### config.mk
export PLATFORM = sky130hd
export DESIGN_NAME = esf_cfg_regs
export DESIGN_NICKNAME = d
export VERILOG_FILES = /design/src/sv/esf_pkg.sv /design/src/sv/esf_cfg_regs.sv
export SDC_FILE = /design/constraint.sdc
export NUM_CORES = 1
export LEC_CHECK = 0
export ABC_AREA = 1
export BUFFER_PORTS_ARGS = -buffer_cell sky130_fd_sc_hd__buf_2
export CAP_MARGIN = 20
export CORE_MARGIN = 4
export CORE_UTILIZATION = 25
export DETAILED_ROUTE_END_ITERATION = 7
export GPL_TIMING_DRIVEN = 0
export PLACE_DENSITY_LB_ADDON = 0.12
export SLEW_MARGIN = 10
export SYNTH_ARGS = -nofsm -noshare
export SYNTH_HDL_FRONTEND = slang
export SYNTH_SLANG_ARGS = --single-unit
### constraint.sdc
create_clock -name clk -period 1.89 [get_ports clk]
set_input_delay 0.189 -clock clk [delete_from_list [all_inputs] [get_ports clk]]
set_output_delay 0.189 -clock clk [all_outputs]
set_load 0.01 [all_outputs]
### src/sv/esf_pkg.sv
`default_nettype none

package esf_pkg;

  localparam int MOTORS    = 4;
  localparam int MOTOR_AW  = (MOTORS > 1) ? $clog2(MOTORS) : 1;
  localparam int CFG_IDX_W = 3;
  localparam int CFG_DW    = 32;

  localparam logic [CFG_IDX_W-1:0] CFG_DIST_PER_COUNT  = 3'd0;
  localparam logic [CFG_IDX_W-1:0] CFG_SPEED_PER_COUNT = 3'd1;
  localparam logic [CFG_IDX_W-1:0] CFG_FEEDBACK_COEFF  = 3'd2;
  localparam logic [CFG_IDX_W-1:0] CFG_INPUT_COEFF     = 3'd3;
  localparam logic [CFG_IDX_W-1:0] CFG_WIDE_MASK       = 3'd4;

  localparam logic [31:0] RST_DIST_PER_COUNT  = 32'd65536;
  localparam logic [31:0] RST_SPEED_PER_COUNT = 32'd65536;
  localparam logic [15:0] RST_FEEDBACK_COEFF  = 16'd27984;
  localparam logic [15:0] RST_INPUT_COEFF     = 16'd2386;
  localparam logic [3:0]  RST_WIDE_MASK       = 4'd3;

  typedef struct packed {
    logic [31:0] dist_per_count;
    logic [31:0] speed_per_count;
    logic [15:0] feedback_coeff;
    logic [15:0] input_coeff;
    logic [3:0]  wide_counter_mask;
  } cfg_t;

  typedef struct packed {
    logic        [31:0] last_count;
    logic signed [47:0] dist_sum;
    logic signed [31:0] prior_speed;
    logic signed [31:0] smoothed_speed;
  } state_t;

  typedef struct packed {
    logic                rd_en;
    logic [MOTOR_AW-1:0] rd_addr;
    logic                wr_en;
    logic [MOTOR_AW-1:0] wr_addr;
    state_t              wr_data;
  } ram_req_t;

  typedef struct packed {
    logic        [1:0]  motor;
    logic signed [31:0] delta;
    logic signed [31:0] step_dist;
    logic signed [47:0] total_dist;
    logic signed [31:0] speed;
    logic signed [31:0] speed_filtered;
  } result_t;

  localparam logic signed [63:0] I32_MAX = 64'sd2147483647;
  localparam logic signed [63:0] I32_MIN = -64'sd2147483648;
  localparam logic signed [63:0] I48_MAX = 64'sd140737488355327;
  localparam logic signed [63:0] I48_MIN = -64'sd140737488355328;

  function automatic logic signed [31:0] sat32(input logic signed [63:0] v);
    logic signed [63:0] c;
    if (v > I32_MAX) c = I32_MAX;
    else if (v < I32_MIN) c = I32_MIN;
    else c = v;
    return signed'(c[31:0]);
  endfunction

  function automatic logic signed [47:0] sat48(input logic signed [63:0] v);
    logic signed [63:0] c;
    if (v > I48_MAX) c = I48_MAX;
    else if (v < I48_MIN) c = I48_MIN;
    else c = v;
    return signed'(c[47:0]);
  endfunction

endpackage

`default_nettype wire

### src/sv/esf_cfg_regs.sv
`default_nettype none

module esf_cfg_regs (
  input  wire logic                           clk,
  input  wire logic                           rst_n,
  input  wire logic                           cfg_we,
  input  wire logic [esf_pkg::CFG_IDX_W-1:0]  cfg_index,
  input  wire logic [esf_pkg::CFG_DW-1:0]     cfg_wdata,
  output esf_pkg::cfg_t                       cfg
);

  esf_pkg::cfg_t cfg_r;

  always_ff @(posedge clk) begin
    if (!rst_n) begin
      cfg_r.dist_per_count    <= esf_pkg::RST_DIST_PER_COUNT;
      cfg_r.speed_per_count   <= esf_pkg::RST_SPEED_PER_COUNT;
      cfg_r.feedback_coeff    <= esf_pkg::RST_FEEDBACK_COEFF;
      cfg_r.input_coeff       <= esf_pkg::RST_INPUT_COEFF;
      cfg_r.wide_counter_mask <= esf_pkg::RST_WIDE_MASK;
    end else if (cfg_we) begin
      unique case (cfg_index)
        esf_pkg::CFG_DIST_PER_COUNT:  cfg_r.dist_per_count    <= cfg_wdata;
        esf_pkg::CFG_SPEED_PER_COUNT: cfg_r.speed_per_count   <= cfg_wdata;
        esf_pkg::CFG_FEEDBACK_COEFF:  cfg_r.feedback_coeff    <= cfg_wdata[15:0];
        esf_pkg::CFG_INPUT_COEFF:     cfg_r.input_coeff       <= cfg_wdata[15:0];
        esf_pkg::CFG_WIDE_MASK:       cfg_r.wide_counter_mask <= cfg_wdata[3:0];
        default: ;
      endcase
    end
  end

  assign cfg = cfg_r;

endmodule

`default_nettype wire

== Yosys cells after proc, flatten, opt, wreduce, memory -nomap -nowiden ==
Cells that the tools add are included.
W data, S select, Z words.
Word-level totals
  flip-flop bits (word level): 100
  bits of input ports: 38
  output and inout bits: 100
  logic and storage cells: 15
Cells by class
  eq/ne operators: 4
  reductions and logical operators: 6
Operators with widths (count)
  $reduce_and A2 Y1: 5
  $eq A3 B2 Y1 const B: 2
  $eq A3 B1 Y1 const B: 1
  $eq A3 B3 Y1 const B: 1
  $logic_not A3 Y1: 1

== Longest topological paths before layout ==
  depth after elaboration: 2
  depth in mapped cells: 7
  gate-level depth less buffers: 5

== Worst setup path before layout ==
No wires, ideal clock.
  path type: input-to-reg
  from: in cfg_index[2] (netlist name)
  to: reg cfg_r, in the netlist cfg[68]
  data arrival time: 0.816 ns
  setup slack: 1.010 ns
  stages: 6
  path through: inv_1 > nand2_4 > nor2_2 > buf_4 > nor2_1 > nor2_1
Between the ends
  word-level cells in the longest chain between the ends: 2
Ends and longest elaborated chain
  start: declaration: RTL line esf_cfg_regs.sv:7  | input wire logic [esf_pkg::CFG_IDX_W-1:0] cfg_index,
  $logic_not A3 Y1: RTL line esf_cfg_regs.sv:22  | unique case (cfg_index)
  $reduce_and A2 Y1 (no line)
  end: declaration: RTL line esf_cfg_regs.sv:12  | esf_pkg::cfg_t cfg_r;
Every way passes these cells.
A chain may end at the register's enable or synchronous reset.

== Worst setup path after layout ==
  from: reg cfg_r, in the netlist cfg[72]
  to: out cfg[72] (netlist name)
RTL lines
  end: declaration: RTL line esf_cfg_regs.sv:9  | output esf_pkg::cfg_t cfg
No word-level cell between the ends.

==> flow_summary.json <==
{
  "avgSynthCellArea_um2": 7.14,
  "yosysSeqAreaShare": 0.487,
  "cts.sinks": 100,
  "pin_count": 138,
  "grt_pass1_wl_mm": 20.9,
  "h-tree-depth": 3,
  "cts.reportedPaths.clkPinSlew_ns": 0.07,
  "tightest_slew_ns": 0.722,
  "via_per_inst": 4.20,
  "final_common_cell": "nor2_1",
  "gp_congestion": 0.770,
  "synth_seq_cells": 100,
  "fmax_mhz": 950,
  "cp_top_family": "flip-flops",
  "relSlewSlack": 0.519,
  "drcViolationCount": 0,
  "start_kind": "flop",
  "grt_pass1_vias": 3867,
  "hp-class": "in -> reg",
  "vias": 3966,
  "initial_core_util": 0.257,
  "cp-end-kind": "output port",
  "dieArea_um2": 18600,
  "fin_nets": 761,
  "die_y_um": 136,
  "area_growth_pct": 29.7,
  "drt_iter0_markers": 209,
  "wirelength_mm": 13.7,
  "rows": 46,
  "grt_max_degree": 16,
  "cp_slowest_cell": "dfxtp_1",
  "root_buffer": "clkbuf_16",
  "path_class": "reg -> out",
  "fin_skew_ns": 0,
  "drv_slew": 0,
  "io_buffer_count": 136,
  "placed_area_um2": 5060,
  "leakage_nw": 2.67,
  "synth-compound-area-share": 0.00243,
  "routedWlPerCell_um": 14.5,
  "synth-xor-area-share": 0,
  "layout_common_cells": "nor2_1 (166), buf_2 (142), nand2_1 (122)",
  "yosys.area_share.simple": 0.412,
  "rsz0062_at_grt": "false",
  "antenna_found_initial": 0,
  "crit_fanout": 2,
  "ant_nets": 0,
  "dr.pass1.iters": 6,
  "stdcell_area_um2": 5340,
  "status": "complete, no violations",
  "fin_crit_sh": 0.557,
  "overflow": 0,
  "synth_top_family_by_area": "simple AND/OR/NAND/NOR gates",
  "cts_tree": "built",
  "cts_hold_buf": 0,
  "core_um2": 16000,
  "layout-drive-gt1-share": 0.261,
  "crit_buf_inv": 1,
  "finalSetupViolCount": 0,
  "synth_fa_ha_area_frac": 0,
  "crit_path_cell_trace": "buf_2",
  "tns_ns": 0,
  "largest_register_ffs": 100,
  "yosysWarnings": 0,
  "synthMuxAreaShare": 0,
  "required_ns": 1.70,
  "cts.path.max_buffers": 2,
  "post-route-min-period_ns": 1.05,
  "syn_area_um2": 4110,
  "fillerInstances": 1857,
  "worstSkewPairLatency_ns": 0.35,
  "grtUsageTotal": 0.150,
  "critical-path-max-stage-delay_ns": 0.37,
  "synth_cells": 576,
  "synth_fp_nets": 614,
  "peakVddDrop_v": 0.000421,
  "die_x_um": 136,
  "hold_viol_final": 0,
  "cts-resized-gates": 0,
  "drv_cap": 0,
  "cts_made_buffers": 9,
  "insertedDiodeCount": 0,
  "worstPathArrival_ns": 0.86,
  "p_per_area_nw_per_um2": 846,
  "dp_hpwl_mm": 10.6,
  "synth_cell_types": 17,
  "post-cts-setup-buffers": 0
}
[cells in the mapped netlist]
cell type / count / area, um2
nor2_1: 166 / 623
nand2_1: 122 / 458
nand3_1: 102 / 510
dfxtp_1: 100 / 2000
inv_1: 34 / 128
buf_6: 14 / 158
buf_1: 7 / 26.3
buf_2: 6 / 30.0
nor2_4: 6 / 67.6
buf_4: 5 / 37.5
clkbuf_1: 3 / 11.3
inv_2: 3 / 11.3
a21oi_1: 2 / 10.0
nand2_2: 2 / 12.5
nor2_2: 2 / 12.5
clkbuf_2: 1 / 5.00
nand2_4: 1 / 11.3
[kinds of logic (layout without fill, tap and decap cells)]
kind of cell    after synthesis  count (layout)
simple gates                401             401
buf+inv                      73             225
flops                       100             100
compound gates                2               2
[metrics by stage]
stage	total power, mW	setup slack (ns)	utilization	cells	hold WS (ns)
2_1_floorplan	2.59	1.01	-	576	0.302
3_3_place_gp	2.82	0.562	0.317	928	0.407
3_5_place_dp	2.83	0.511	0.317	928	0.411
4_1_cts	4.60	0.800	0.334	944	0.0372
5_1_grt	4.73	0.776	0.334	944	0.0543
6_report	4.51	0.838	0.334	944	0.0593
[layout make-up]
class / count / area [um2] / share of cell area
buffer: 36 / 268 / 0.0502
clock buffer: 12 / 246 / 0.0462
clock inverter: 4 / 25.0 / 0.00469
inverter: 37 / 139 / 0.0260
multi-input combinational: 403 / 1710 / 0.320
sequential: 100 / 2000 / 0.375
tap: 216 / 270 / 0.0506
timing repair buffer: 136 / 681 / 0.128
[routing by layer]
| metal | GRT usage | part of all wire | vias to the layer above |
|---|---|---|---|
| met4 | 0.0655 | 0.020 | 0 |
| met2 | 0.235 | 0.46 | 92 |
| met5 | 0 | 0 | - |
| li1 | - | - | 2072 |
| met1 | 0.200 | 0.47 | 1787 |
| met3 | 0.0292 | 0.049 | 15 |
[worst paths after layout]
check,startpoint,endpoint,slack [ns],cells past startpoint
min,cfg_wdata[10],cfg[30],0.06,3
max,cfg[72],cfg[72],0.84,1
max reg2reg,cfg[1],cfg[1],1.29,2
min reg2reg,cfg[8],cfg[8],0.46,2
[where the power goes]
part	internal [mW]	switching, mW
sequential	2.18	0.0383
combinational	0.202	0.350
clock	0.927	0.816
Power figures use the tool's default switching activity.
