===== config.mk =====
export PLATFORM = sky130hd
export DESIGN_NAME = esf_state_ram
export DESIGN_NICKNAME = d
export VERILOG_FILES = /design/src/sv/esf_pkg.sv /design/src/sv/esf_state_ram.sv
export SDC_FILE = /design/constraint.sdc
export NUM_CORES = 1
export LEC_CHECK = 0
export BUFFER_PORTS_ARGS = -buffer_cell sky130_fd_sc_hd__buf_4
export CAP_MARGIN = 40
export CORE_UTILIZATION = 62
export DETAILED_ROUTE_END_ITERATION = 12
export PLACE_DENSITY_LB_ADDON = 0.2
export SLEW_MARGIN = 20
export SYNTH_ARGS = -nofsm -noshare
export SYNTH_HDL_FRONTEND = slang
export SYNTH_SLANG_ARGS = --single-unit

===== constraint.sdc =====
create_clock -name clk -period 20.3 [get_ports clk]
set_clock_uncertainty 0.05 [all_clocks]
set_input_delay 3.045 -clock clk [delete_from_list [all_inputs] [get_ports clk]]
set_output_delay 3.045 -clock clk [all_outputs]
set_load 0.03 [all_outputs]

===== src/sv/esf_pkg.sv =====
`default_nettype none

package esf_pkg;

  localparam int MOTORS    = 4;
  localparam int MOTOR_AW  = (MOTORS > 1) ? $clog2(MOTORS) : 1;
  localparam int CFG_IDX_W = 3;
  localparam int CFG_DW    = 32;

  localparam logic [CFG_IDX_W-1:0] CFG_DIST_PER_COUNT  = 3'd0;
  localparam logic [CFG_IDX_W-1:0] CFG_SPEED_PER_COUNT = 3'd1;
  localparam logic [CFG_IDX_W-1:0] CFG_FEEDBACK_COEFF  = 3'd2;
  localparam logic [CFG_IDX_W-1:0] CFG_INPUT_COEFF     = 3'd3;
  localparam logic [CFG_IDX_W-1:0] CFG_WIDE_MASK       = 3'd4;

  localparam logic [31:0] RST_DIST_PER_COUNT  = 32'd65536;
  localparam logic [31:0] RST_SPEED_PER_COUNT = 32'd65536;
  localparam logic [15:0] RST_FEEDBACK_COEFF  = 16'd27984;
  localparam logic [15:0] RST_INPUT_COEFF     = 16'd2386;
  localparam logic [3:0]  RST_WIDE_MASK       = 4'd3;

  typedef struct packed {
    logic [31:0] dist_per_count;
    logic [31:0] speed_per_count;
    logic [15:0] feedback_coeff;
    logic [15:0] input_coeff;
    logic [3:0]  wide_counter_mask;
  } cfg_t;

  typedef struct packed {
    logic        [31:0] last_count;
    logic signed [47:0] dist_sum;
    logic signed [31:0] prior_speed;
    logic signed [31:0] smoothed_speed;
  } state_t;

  typedef struct packed {
    logic                rd_en;
    logic [MOTOR_AW-1:0] rd_addr;
    logic                wr_en;
    logic [MOTOR_AW-1:0] wr_addr;
    state_t              wr_data;
  } ram_req_t;

  typedef struct packed {
    logic        [1:0]  motor;
    logic signed [31:0] delta;
    logic signed [31:0] step_dist;
    logic signed [47:0] total_dist;
    logic signed [31:0] speed;
    logic signed [31:0] speed_filtered;
  } result_t;

  localparam logic signed [63:0] I32_MAX = 64'sd2147483647;
  localparam logic signed [63:0] I32_MIN = -64'sd2147483648;
  localparam logic signed [63:0] I48_MAX = 64'sd140737488355327;
  localparam logic signed [63:0] I48_MIN = -64'sd140737488355328;

  function automatic logic signed [31:0] sat32(input logic signed [63:0] v);
    logic signed [63:0] c;
    if (v > I32_MAX) c = I32_MAX;
    else if (v < I32_MIN) c = I32_MIN;
    else c = v;
    return signed'(c[31:0]);
  endfunction

  function automatic logic signed [47:0] sat48(input logic signed [63:0] v);
    logic signed [63:0] c;
    if (v > I48_MAX) c = I48_MAX;
    else if (v < I48_MIN) c = I48_MIN;
    else c = v;
    return signed'(c[47:0]);
  endfunction

endpackage

`default_nettype wire


===== src/sv/esf_state_ram.sv =====
`default_nettype none

module esf_state_ram (
  input  wire logic          clk,
  input  wire logic          rst_n,
  input  wire esf_pkg::ram_req_t req,
  output esf_pkg::state_t    rd_data
);

  esf_pkg::state_t                mem [esf_pkg::MOTORS];
  logic [esf_pkg::MOTORS-1:0]     valid_r;
  esf_pkg::state_t                rd_data_r;
  logic                           rd_hit_r;

  always_ff @(posedge clk) begin
    if (req.wr_en) begin
      mem[req.wr_addr] <= req.wr_data;
    end
    if (req.rd_en) begin
      rd_data_r <= mem[req.rd_addr];
    end
  end

  // entries never written read as zero
  always_ff @(posedge clk) begin
    if (!rst_n) begin
      valid_r  <= '0;
      rd_hit_r <= 1'b0;
    end else begin
      if (req.wr_en) begin
        valid_r[req.wr_addr] <= 1'b1;
      end
      if (req.rd_en) begin
        rd_hit_r <= valid_r[req.rd_addr];
      end
    end
  end

  assign rd_data = rd_hit_r ? rd_data_r : '0;

endmodule

`default_nettype wire


# ---- Word level (Yosys, flattened, before mapping)
# Memories as Yosys holds them, arrays and structs flattened. A register that Yosys moved wholly into a read port is not among the register bits.
# Cells that the tools add are included.
dict set report totals {
  ff_bits 5
  latchBits 0
  mem_bits_rw 576
  romBits 0
  input_bits 152
  output_inout_bits 144
  word_cells 15
  memories 1
}
# name words width rd rd_ports_with_merged_regs write_ports line_no
set memory_table {}
lappend memory_table {mem 4 144 1 1 1 esf_state_ram.sv:10} ;# esf_pkg::state_t mem [esf_pkg::MOTORS];
dict set report op_classes {
  addsub 0
  mul 0
  div 0
  magnitude_cmp 3
  eq_ne 0
  n_shift 0
  n_mux 7
  n_bitwise 1
  reduce_logical 1
}
# cell n
set op_table {}
lappend op_table {{144-bit two-way mux} 1}
lappend op_table {{2-bit by 3-bit less-than comparator with 1-bit output (second input constant)} 2}
lappend op_table {{1-bit two-way mux} 4}
lappend op_table {{4-bit OR} 1}
lappend op_table {{1-bit binary-select mux with 2-bit select} 1}
lappend op_table {{1-bit demux with 2-bit select} 1}
lappend op_table {{2-bit by 1-bit >= comparator with 1-bit output (second input constant)} 1}
lappend op_table {{1-bit logical AND} 1}

# ---- Longest topological paths before layout
# Gate-level depths: netlist (run 1).
dict set report logic_depth {
  ltp_word 5
  mapped_depth 4
  ltp_nobuf 2
}

# ---- Worst setup path after synthesis (run 1)
# Ideal clock, no wire load.
dict set report synth_path {
  path_kind {in2reg}
  startpoint {input port req[144] (netlist bit)}
  endpoint {memory mem[0][0] (netlist bit), enable pin}
  setup_time_ns 0.859
  arrival_time_ns 13.549
  required_time_ns 19.391
  slack_ns 5.842
  stages 1
  n_path_buf 0
  path_cell_list {nor3b_1}
}
# item line_no
set synth_rtl {}
lappend synth_rtl {{start, declared} esf_state_ram.sv:6} ;# input wire esf_pkg::ram_req_t req,
lappend synth_rtl {{end, declared} esf_state_ram.sv:10}
# No word-level cell before the write port.

==> metrics.txt, run 1 <==
yosys warns=0; Post-Syn Nets=1227; die area=43200 um^2; RSZ-0062 raised after global routing=no; Slew headroom=34.2%; Fin. Hold Viols=0; reg2reg path depth=3; global-route wire length before repair=76000 um; Final Wtd Congestion=0.720; synthesis-stage register bit count=725; CTS tree=yes; drt drc=0; vias per cell=5.87; Worst setup SP type=flop; share of layout cells above drive strength 1=37.9%; Period minus WS final=5510 ps; crit path max fanout=62; Synth Cell Area=26300 um^2; max-cap violation count=0; I/O Buffers=295; Max Clock Freq=182 MHz; core area=41900 um^2; Worst Hold Depth=1; H-Tree Depth=3; I/O Pins=296; pwr dens=100 nW/um^2; Die Y-Extent=208 um; clk_lat worst skew=580 ps; post-synthesis cell type count=17; Crit path required time=17200 ps; Max VDD drop=0.0777 mV; total power=3150 uW; pin count of the biggest net entering global routing=146; CTS Sinks=725; WL/cell=24.8 um; Syn Inst Count=1075; total grt overflow=0; FF-to-FF setup slack=18860 ps; worst-margin pin slew=987 ps; critical path arrival=2410 ps; Worst Setup End Kind=primary output; clk buf depth=3; DRT antenna net count=0; Crit Path Category=flop to primary output; Syn Area/Cell=24.5 um^2; CTS Hold Bufs=0; Tightest Hold Check Type=flop to flop; Final #Nets=1571; drt first-iter violations=990; endpoints failing setup=0; FF-to-FF Start=rd_hit_r$_SDFFE_PN0P_; total vias in the final route=11800; CTS-repair resized insts=0; gr usage total=23.9%; worst hold endpoint=valid_r[3]$_SDFFE_PN0P_; CTS buffer count=72; postcts setup bufs=0; Slew Limit Fails=0; clock-pin slew on the worst setup and hold paths=60 ps; # rows=75; root buffer cell=clkbuf_16; vias in the first global route=12300; Static Leak=0.0109 uW; period utilization=27.1%; routed wire length=50000 um; Fillers=2271; antenna violations before repair=6; TritonRoute pass-1 iters=5; r2r endpoint=rd_hit_r$_SDFFE_PN0P_; Area Overhead vs Synth=19.7%; chip width=208 um; Initial Utilization=62.8%; HPWL Detailed=28400 um; sequential area share after synthesis=82.6%; outcome=complete, no violations; Hold Startpoint=valid_r[3]$_SDFFE_PN0P_; setup TNS=0 ps
==> worst max-delay path by stage <==
stage / to / cells past startpoint / start / slack (ps)
CTS: rd_data[90] / 4 / rd_hit_r$_SDFFE_PN0P_ / 14690
global placement: mem[3][96]$_DFFE_PP_ / 4 / req[145] / 14330
detailed placement: mem[3][133]$_DFFE_PP_ / 4 / req[145] / 14370
finish: rd_data[90] / 4 / rd_hit_r$_SDFFE_PN0P_ / 14790
global route: rd_data[90] / 4 / rd_hit_r$_SDFFE_PN0P_ / 14620
floorplan: mem[0][0]$_DFFE_PP_ / 1 / req[144] / 5840
==> flip-flops by register name, indices dropped and copies added (netlist names) <==
register and count:
rd_data_r 144, mem 576, rd_hit_r 1, valid_r 4
==> kinds of logic after synthesis <==
| family | synth area share, % |
|---|---|
| AO/OA/AOI/OAI | 0.148 |
| AND/OR/NAND/NOR | 3.62 |
| multiplexers | 12.4 |
| flip-flops | 82.6 |
| buffers and inverters | 1.19 |
==> report_power, final <==
group / total [uW] / internal (uW) / switching [uW]
combinational: 163 / 77.5 / 85.8
sequential: 1760 / 1740 / 19.9
clock: 1220 / 706 / 518
total: 3150 / 2520 / 624
==> cell usage in the layout, fill, tap and decap left out, types with 3 or more instances in the layout <==
cell type | synthesis | final
o21a_1 | 4 | 4
clkbuf_1 | 16 | 20
clkbuf_16 | 0 | 77
dfxtp_1 | 5 | 4
edfxtp_1 | 720 | 720
clkinv_1 | 0 | 15
clkinv_2 | 0 | 9
mux4_2 | 144 | 144
buf_16 | 0 | 9
diode_2 | 0 | 3
and2_1 | 144 | 144
buf_12 | 0 | 3
buf_4 | 2 | 303
==> per-stage QoR <==
step	utilization (%)	cell area, um^2	setup WS [ps]	hold WS, ps	cells
floorplan	-	26300	5840	390	1075
global placement	69.3	29000	14330	397	1873
detailed placement	69.9	29300	14370	410	1883
CTS	75.1	31400	14690	422	2009
global route	75.2	31500	14620	441	2013
finish	75.2	31500	14790	419	2013
==> cell usage after synthesis <==
master,instances,area share [%]
and2_1,144,3.4
and3_1,1,0.024
and3b_1,2,0.067
buf_2,15,0.29
buf_4,2,0.057
buf_6,14,0.60
clkbuf_1,16,0.23
clkbuf_2,1,0.019
dfxtp_1,5,0.38
edfxtp_1,720,82
mux2i_1,2,0.076
mux4_2,144,12
nand3_1,1,0.019
nand3b_1,2,0.057
nor3b_1,1,0.029
o21a_1,4,0.11
o221ai_1,1,0.033
==> layout make-up <==
cell class	count	area [um^2]	area share [%]
well taps	539	674	2.14
clock inverters	28	156	0.497
diodes	3	7.51	0.0239
multi-input cells	302	4270	13.6
flip-flops and latches	725	21700	69.0
clock buffers	98	2020	6.41
repair buffers	318	2620	8.33
==> critical path, cell delays in order (launching register included) <==
cell and delay, ps:
dfxtp_4 610, buf_4 470, buf_16 290, and2_1 240, buf_4 180
==> per-layer routing <==
layer  up-vias  share of wire (%)  global-route usage, %
li1       5131                  -                      -
met4         6                2.0                   7.79
met5         -              0.086                      0
met2       427                 49                   37.1
met3        67                7.4                   5.95
met1      6190                 41                   34.3
Power figures use the tool's default switching activity.
==> run 2, diff against run 1 <==
Settings changed: CORE_UTILIZATION 62 to 58.
Clock period 20.3 ns to 5.4 ns, I/O delays scaled along.
==> run 2 against run 1 <==
Worst setup slack lost 13000 ps. Sequential share of layout area grew 0.099 points. Critical path type unchanged. Highest routed layer unchanged. Combinational power increased to 3.7 times the previous value. Largest power group unchanged. Via count is 0.33% lower.
==> metrics.txt, run 2 (synthesized netlist as in run 1, its figures left out) <==
Sw Pwr=2380 uW (was 624 uW); Worst Path Buf+Inv=2 (was 3); die area=46200 um^2 (was 43200 um^2); Worst Setup End Kind=primary output (unchanged); drt first-iter violations=811 (was 990); clk buf depth=3 (unchanged); sw frac=20.2% (was 19.8%); Crit path required time=4540 ps (was 17200 ps); outcome=complete, no violations (unchanged); pin count of the biggest net entering global routing=146 (unchanged); Tightest Hold Check Type=primary input to flop (was flop to flop); pwr dens=375 nW/um^2 (was 100 nW/um^2); Largest register FFs=576 (unchanged); setup TNS=0 ps (unchanged); DRT antenna net count=0 (unchanged); Slew Limit Fails=0 (unchanged); CTS Sinks=725 (unchanged); core area=44400 um^2 (was 41900 um^2); clk_lat worst skew=600 ps (was 580 ps); Max Clock Freq=318 MHz; clock-pin slew on the worst setup and hold paths=60 ps (about the same); sequential cell fraction of total power=56.1% (was 55.9%); Slew headroom=22.3% (was 34.2%); most frequent cells in the layout=720 x edfxtp_1, 301 x buf_4, 144 x mux4_2, 144 x and2_1, 73 x clkbuf_16 (was 720 x edfxtp_1, 303 x buf_4, 144 x mux4_2, 144 x and2_1, 77 x clkbuf_16); Initial Utilization=59.2% (was 62.8%); root buffer cell=clkbuf_16 (unchanged); Clock power frac=38.8% (was 38.9%); max-cap violation count=0 (unchanged); endpoints failing setup=0 (unchanged); global-route wire length before repair=75700 um (was 76000 um); critical path arrival=2290 ps (was 2410 ps); Final Wtd Congestion=0.748 (was 0.720); placed insts=1932 (was 1883); CTS buffer count=72 (unchanged); Fin. Hold Viols=0 (unchanged); total grt overflow=0 (unchanged); I/O Pins=296 (unchanged); Slowest-stage cell, CP=dfxtp_4 (unchanged); drt drc=0 (unchanged); Top delay family on crit path=buffers and inverters (unchanged); CTS-repair resized insts=0 (unchanged); TritonRoute pass-1 iters=5 (unchanged); share of layout cells above drive strength 1=37.8% (was 37.9%); I/O Buffers=295 (unchanged); Final #Nets=1566 (was 1571); postcts setup bufs=0 (unchanged); worst-margin pin slew=1170 ps (was 987 ps); HPWL Detailed=28100 um (was 28400 um); Worst setup SP type=flop (unchanged); routed wire length=49700 um (was 50000 um); vias in the first global route=12300 (about the same); Period minus WS final=3150 ps; internal power=9420 uW (was 2520 uW); vias per cell=5.71 (was 5.87); gr usage total=22.2% (was 23.9%); Die Y-Extent=215 um (was 208 um); WL/cell=24.1 um (was 24.8 um); Max VDD drop=0.330 mV (was 0.0777 mV); CTS tree=yes (unchanged); period utilization=58.3%; fin cells=2064 (was 2013); Fillers=2637 (was 2271); most flop-heavy register=mem (unchanged); biggest regs=mem: 576 flops, rd_data_r: 144 flops, valid_r: 4 flops (unchanged); CP cell instances=buf_4 > and2_1 > buf_4 (was buf_4 > buf_16 > and2_1 > buf_4); CTS Hold Bufs=0 (unchanged); Crit Path Category=flop to primary output (unchanged); commonest non-fill, non-tap cell in the layout=edfxtp_1 (unchanged); total vias in the final route=11800 (about the same); crit path max fanout=54 (was 62); # rows=77 (was 75); max incr delay on CP=690 ps (was 610 ps); Static Leak=0.0108 uW (was 0.0109 uW); RSZ-0062 raised after global routing=no (unchanged); antenna violations before repair=6 (unchanged); Area Overhead vs Synth=19.5% (was 19.7%); H-Tree Depth=3 (unchanged); most used cell, CP=buf_4 (unchanged); Comb power frac=5.1% (was 5.2%); chip width=215 um (was 208 um)
run 2: per-layer routing:
layer | up-vias | wire length [um] | global-route usage (%)
li1 | 5124 | - | -
met1 | 6225 | 20200 | 30.3
met2 | 355 | 24700 | 35.2
met3 | 70 | 3760 | 6.24
met4 | 8 | 934 | 6.98
met5 | - | 46 | 0
run 2: area by class of cell:
| type | instances | area (um^2) | share of cell area, % |
|---|---|---|---|
| sequential | 725 | 21700 | 69.1 |
| multi-input combinational | 302 | 4280 | 13.6 |
| timing repair buffer | 313 | 2500 | 7.96 |
| clock buffer | 91 | 1890 | 6.03 |
| tap | 592 | 741 | 2.36 |
| clock inverter | 39 | 283 | 0.900 |
| antenna | 2 | 5.00 | 0.0159 |
run 2: power groups by stage:
| stage | Sequential (uW) | Clock, uW | Combinational, uW |
|---|---|---|---|
| 6_report | 6620 | 4580 | 601 |
| 5_1_grt | 6640 | 4910 | 646 |
| 4_1_cts | 6620 | 4690 | 614 |
| 3_5_place_dp | 6730 | 0 | 611 |
| 3_3_place_gp | 6720 | 0 | 589 |
| 2_1_floorplan | 6710 | 0 | 341 |
run 2: stage by stage:
stage	hold slack [ps]	utilization [%]	total power (uW)	worst slack (ps)	area, um^2
2_1_floorplan	390	-	7050	417	26300
3_3_place_gp	397	65.7	7310	2470	29200
3_5_place_dp	408	65.8	7350	2440	29200
4_1_cts	321	70.7	11900	2160	31400
5_1_grt	327	70.7	12200	2100	31400
6_report	355	70.8	11800	2250	31400
run 2: path summary, 6_finish.rpt:
| path | from | to | slack, ps | depth (start not counted) |
|---|---|---|---|---|
| hold / removal | req[38] | mem[0][38]$_DFFE_PP_ | 360 | 1 |
| setup reg to reg | mem[3][40]$_DFFE_PP_ | rd_data_r[40]$_DFFE_PP_ | 4170 | 1 |
| setup / recovery | rd_hit_r$_SDFFE_PN0P_ | rd_data[129] | 2250 | 3 |
| hold reg to reg | valid_r[0]$_SDFFE_PN0P_ | valid_r[0]$_SDFFE_PN0P_ | 420 | 1 |
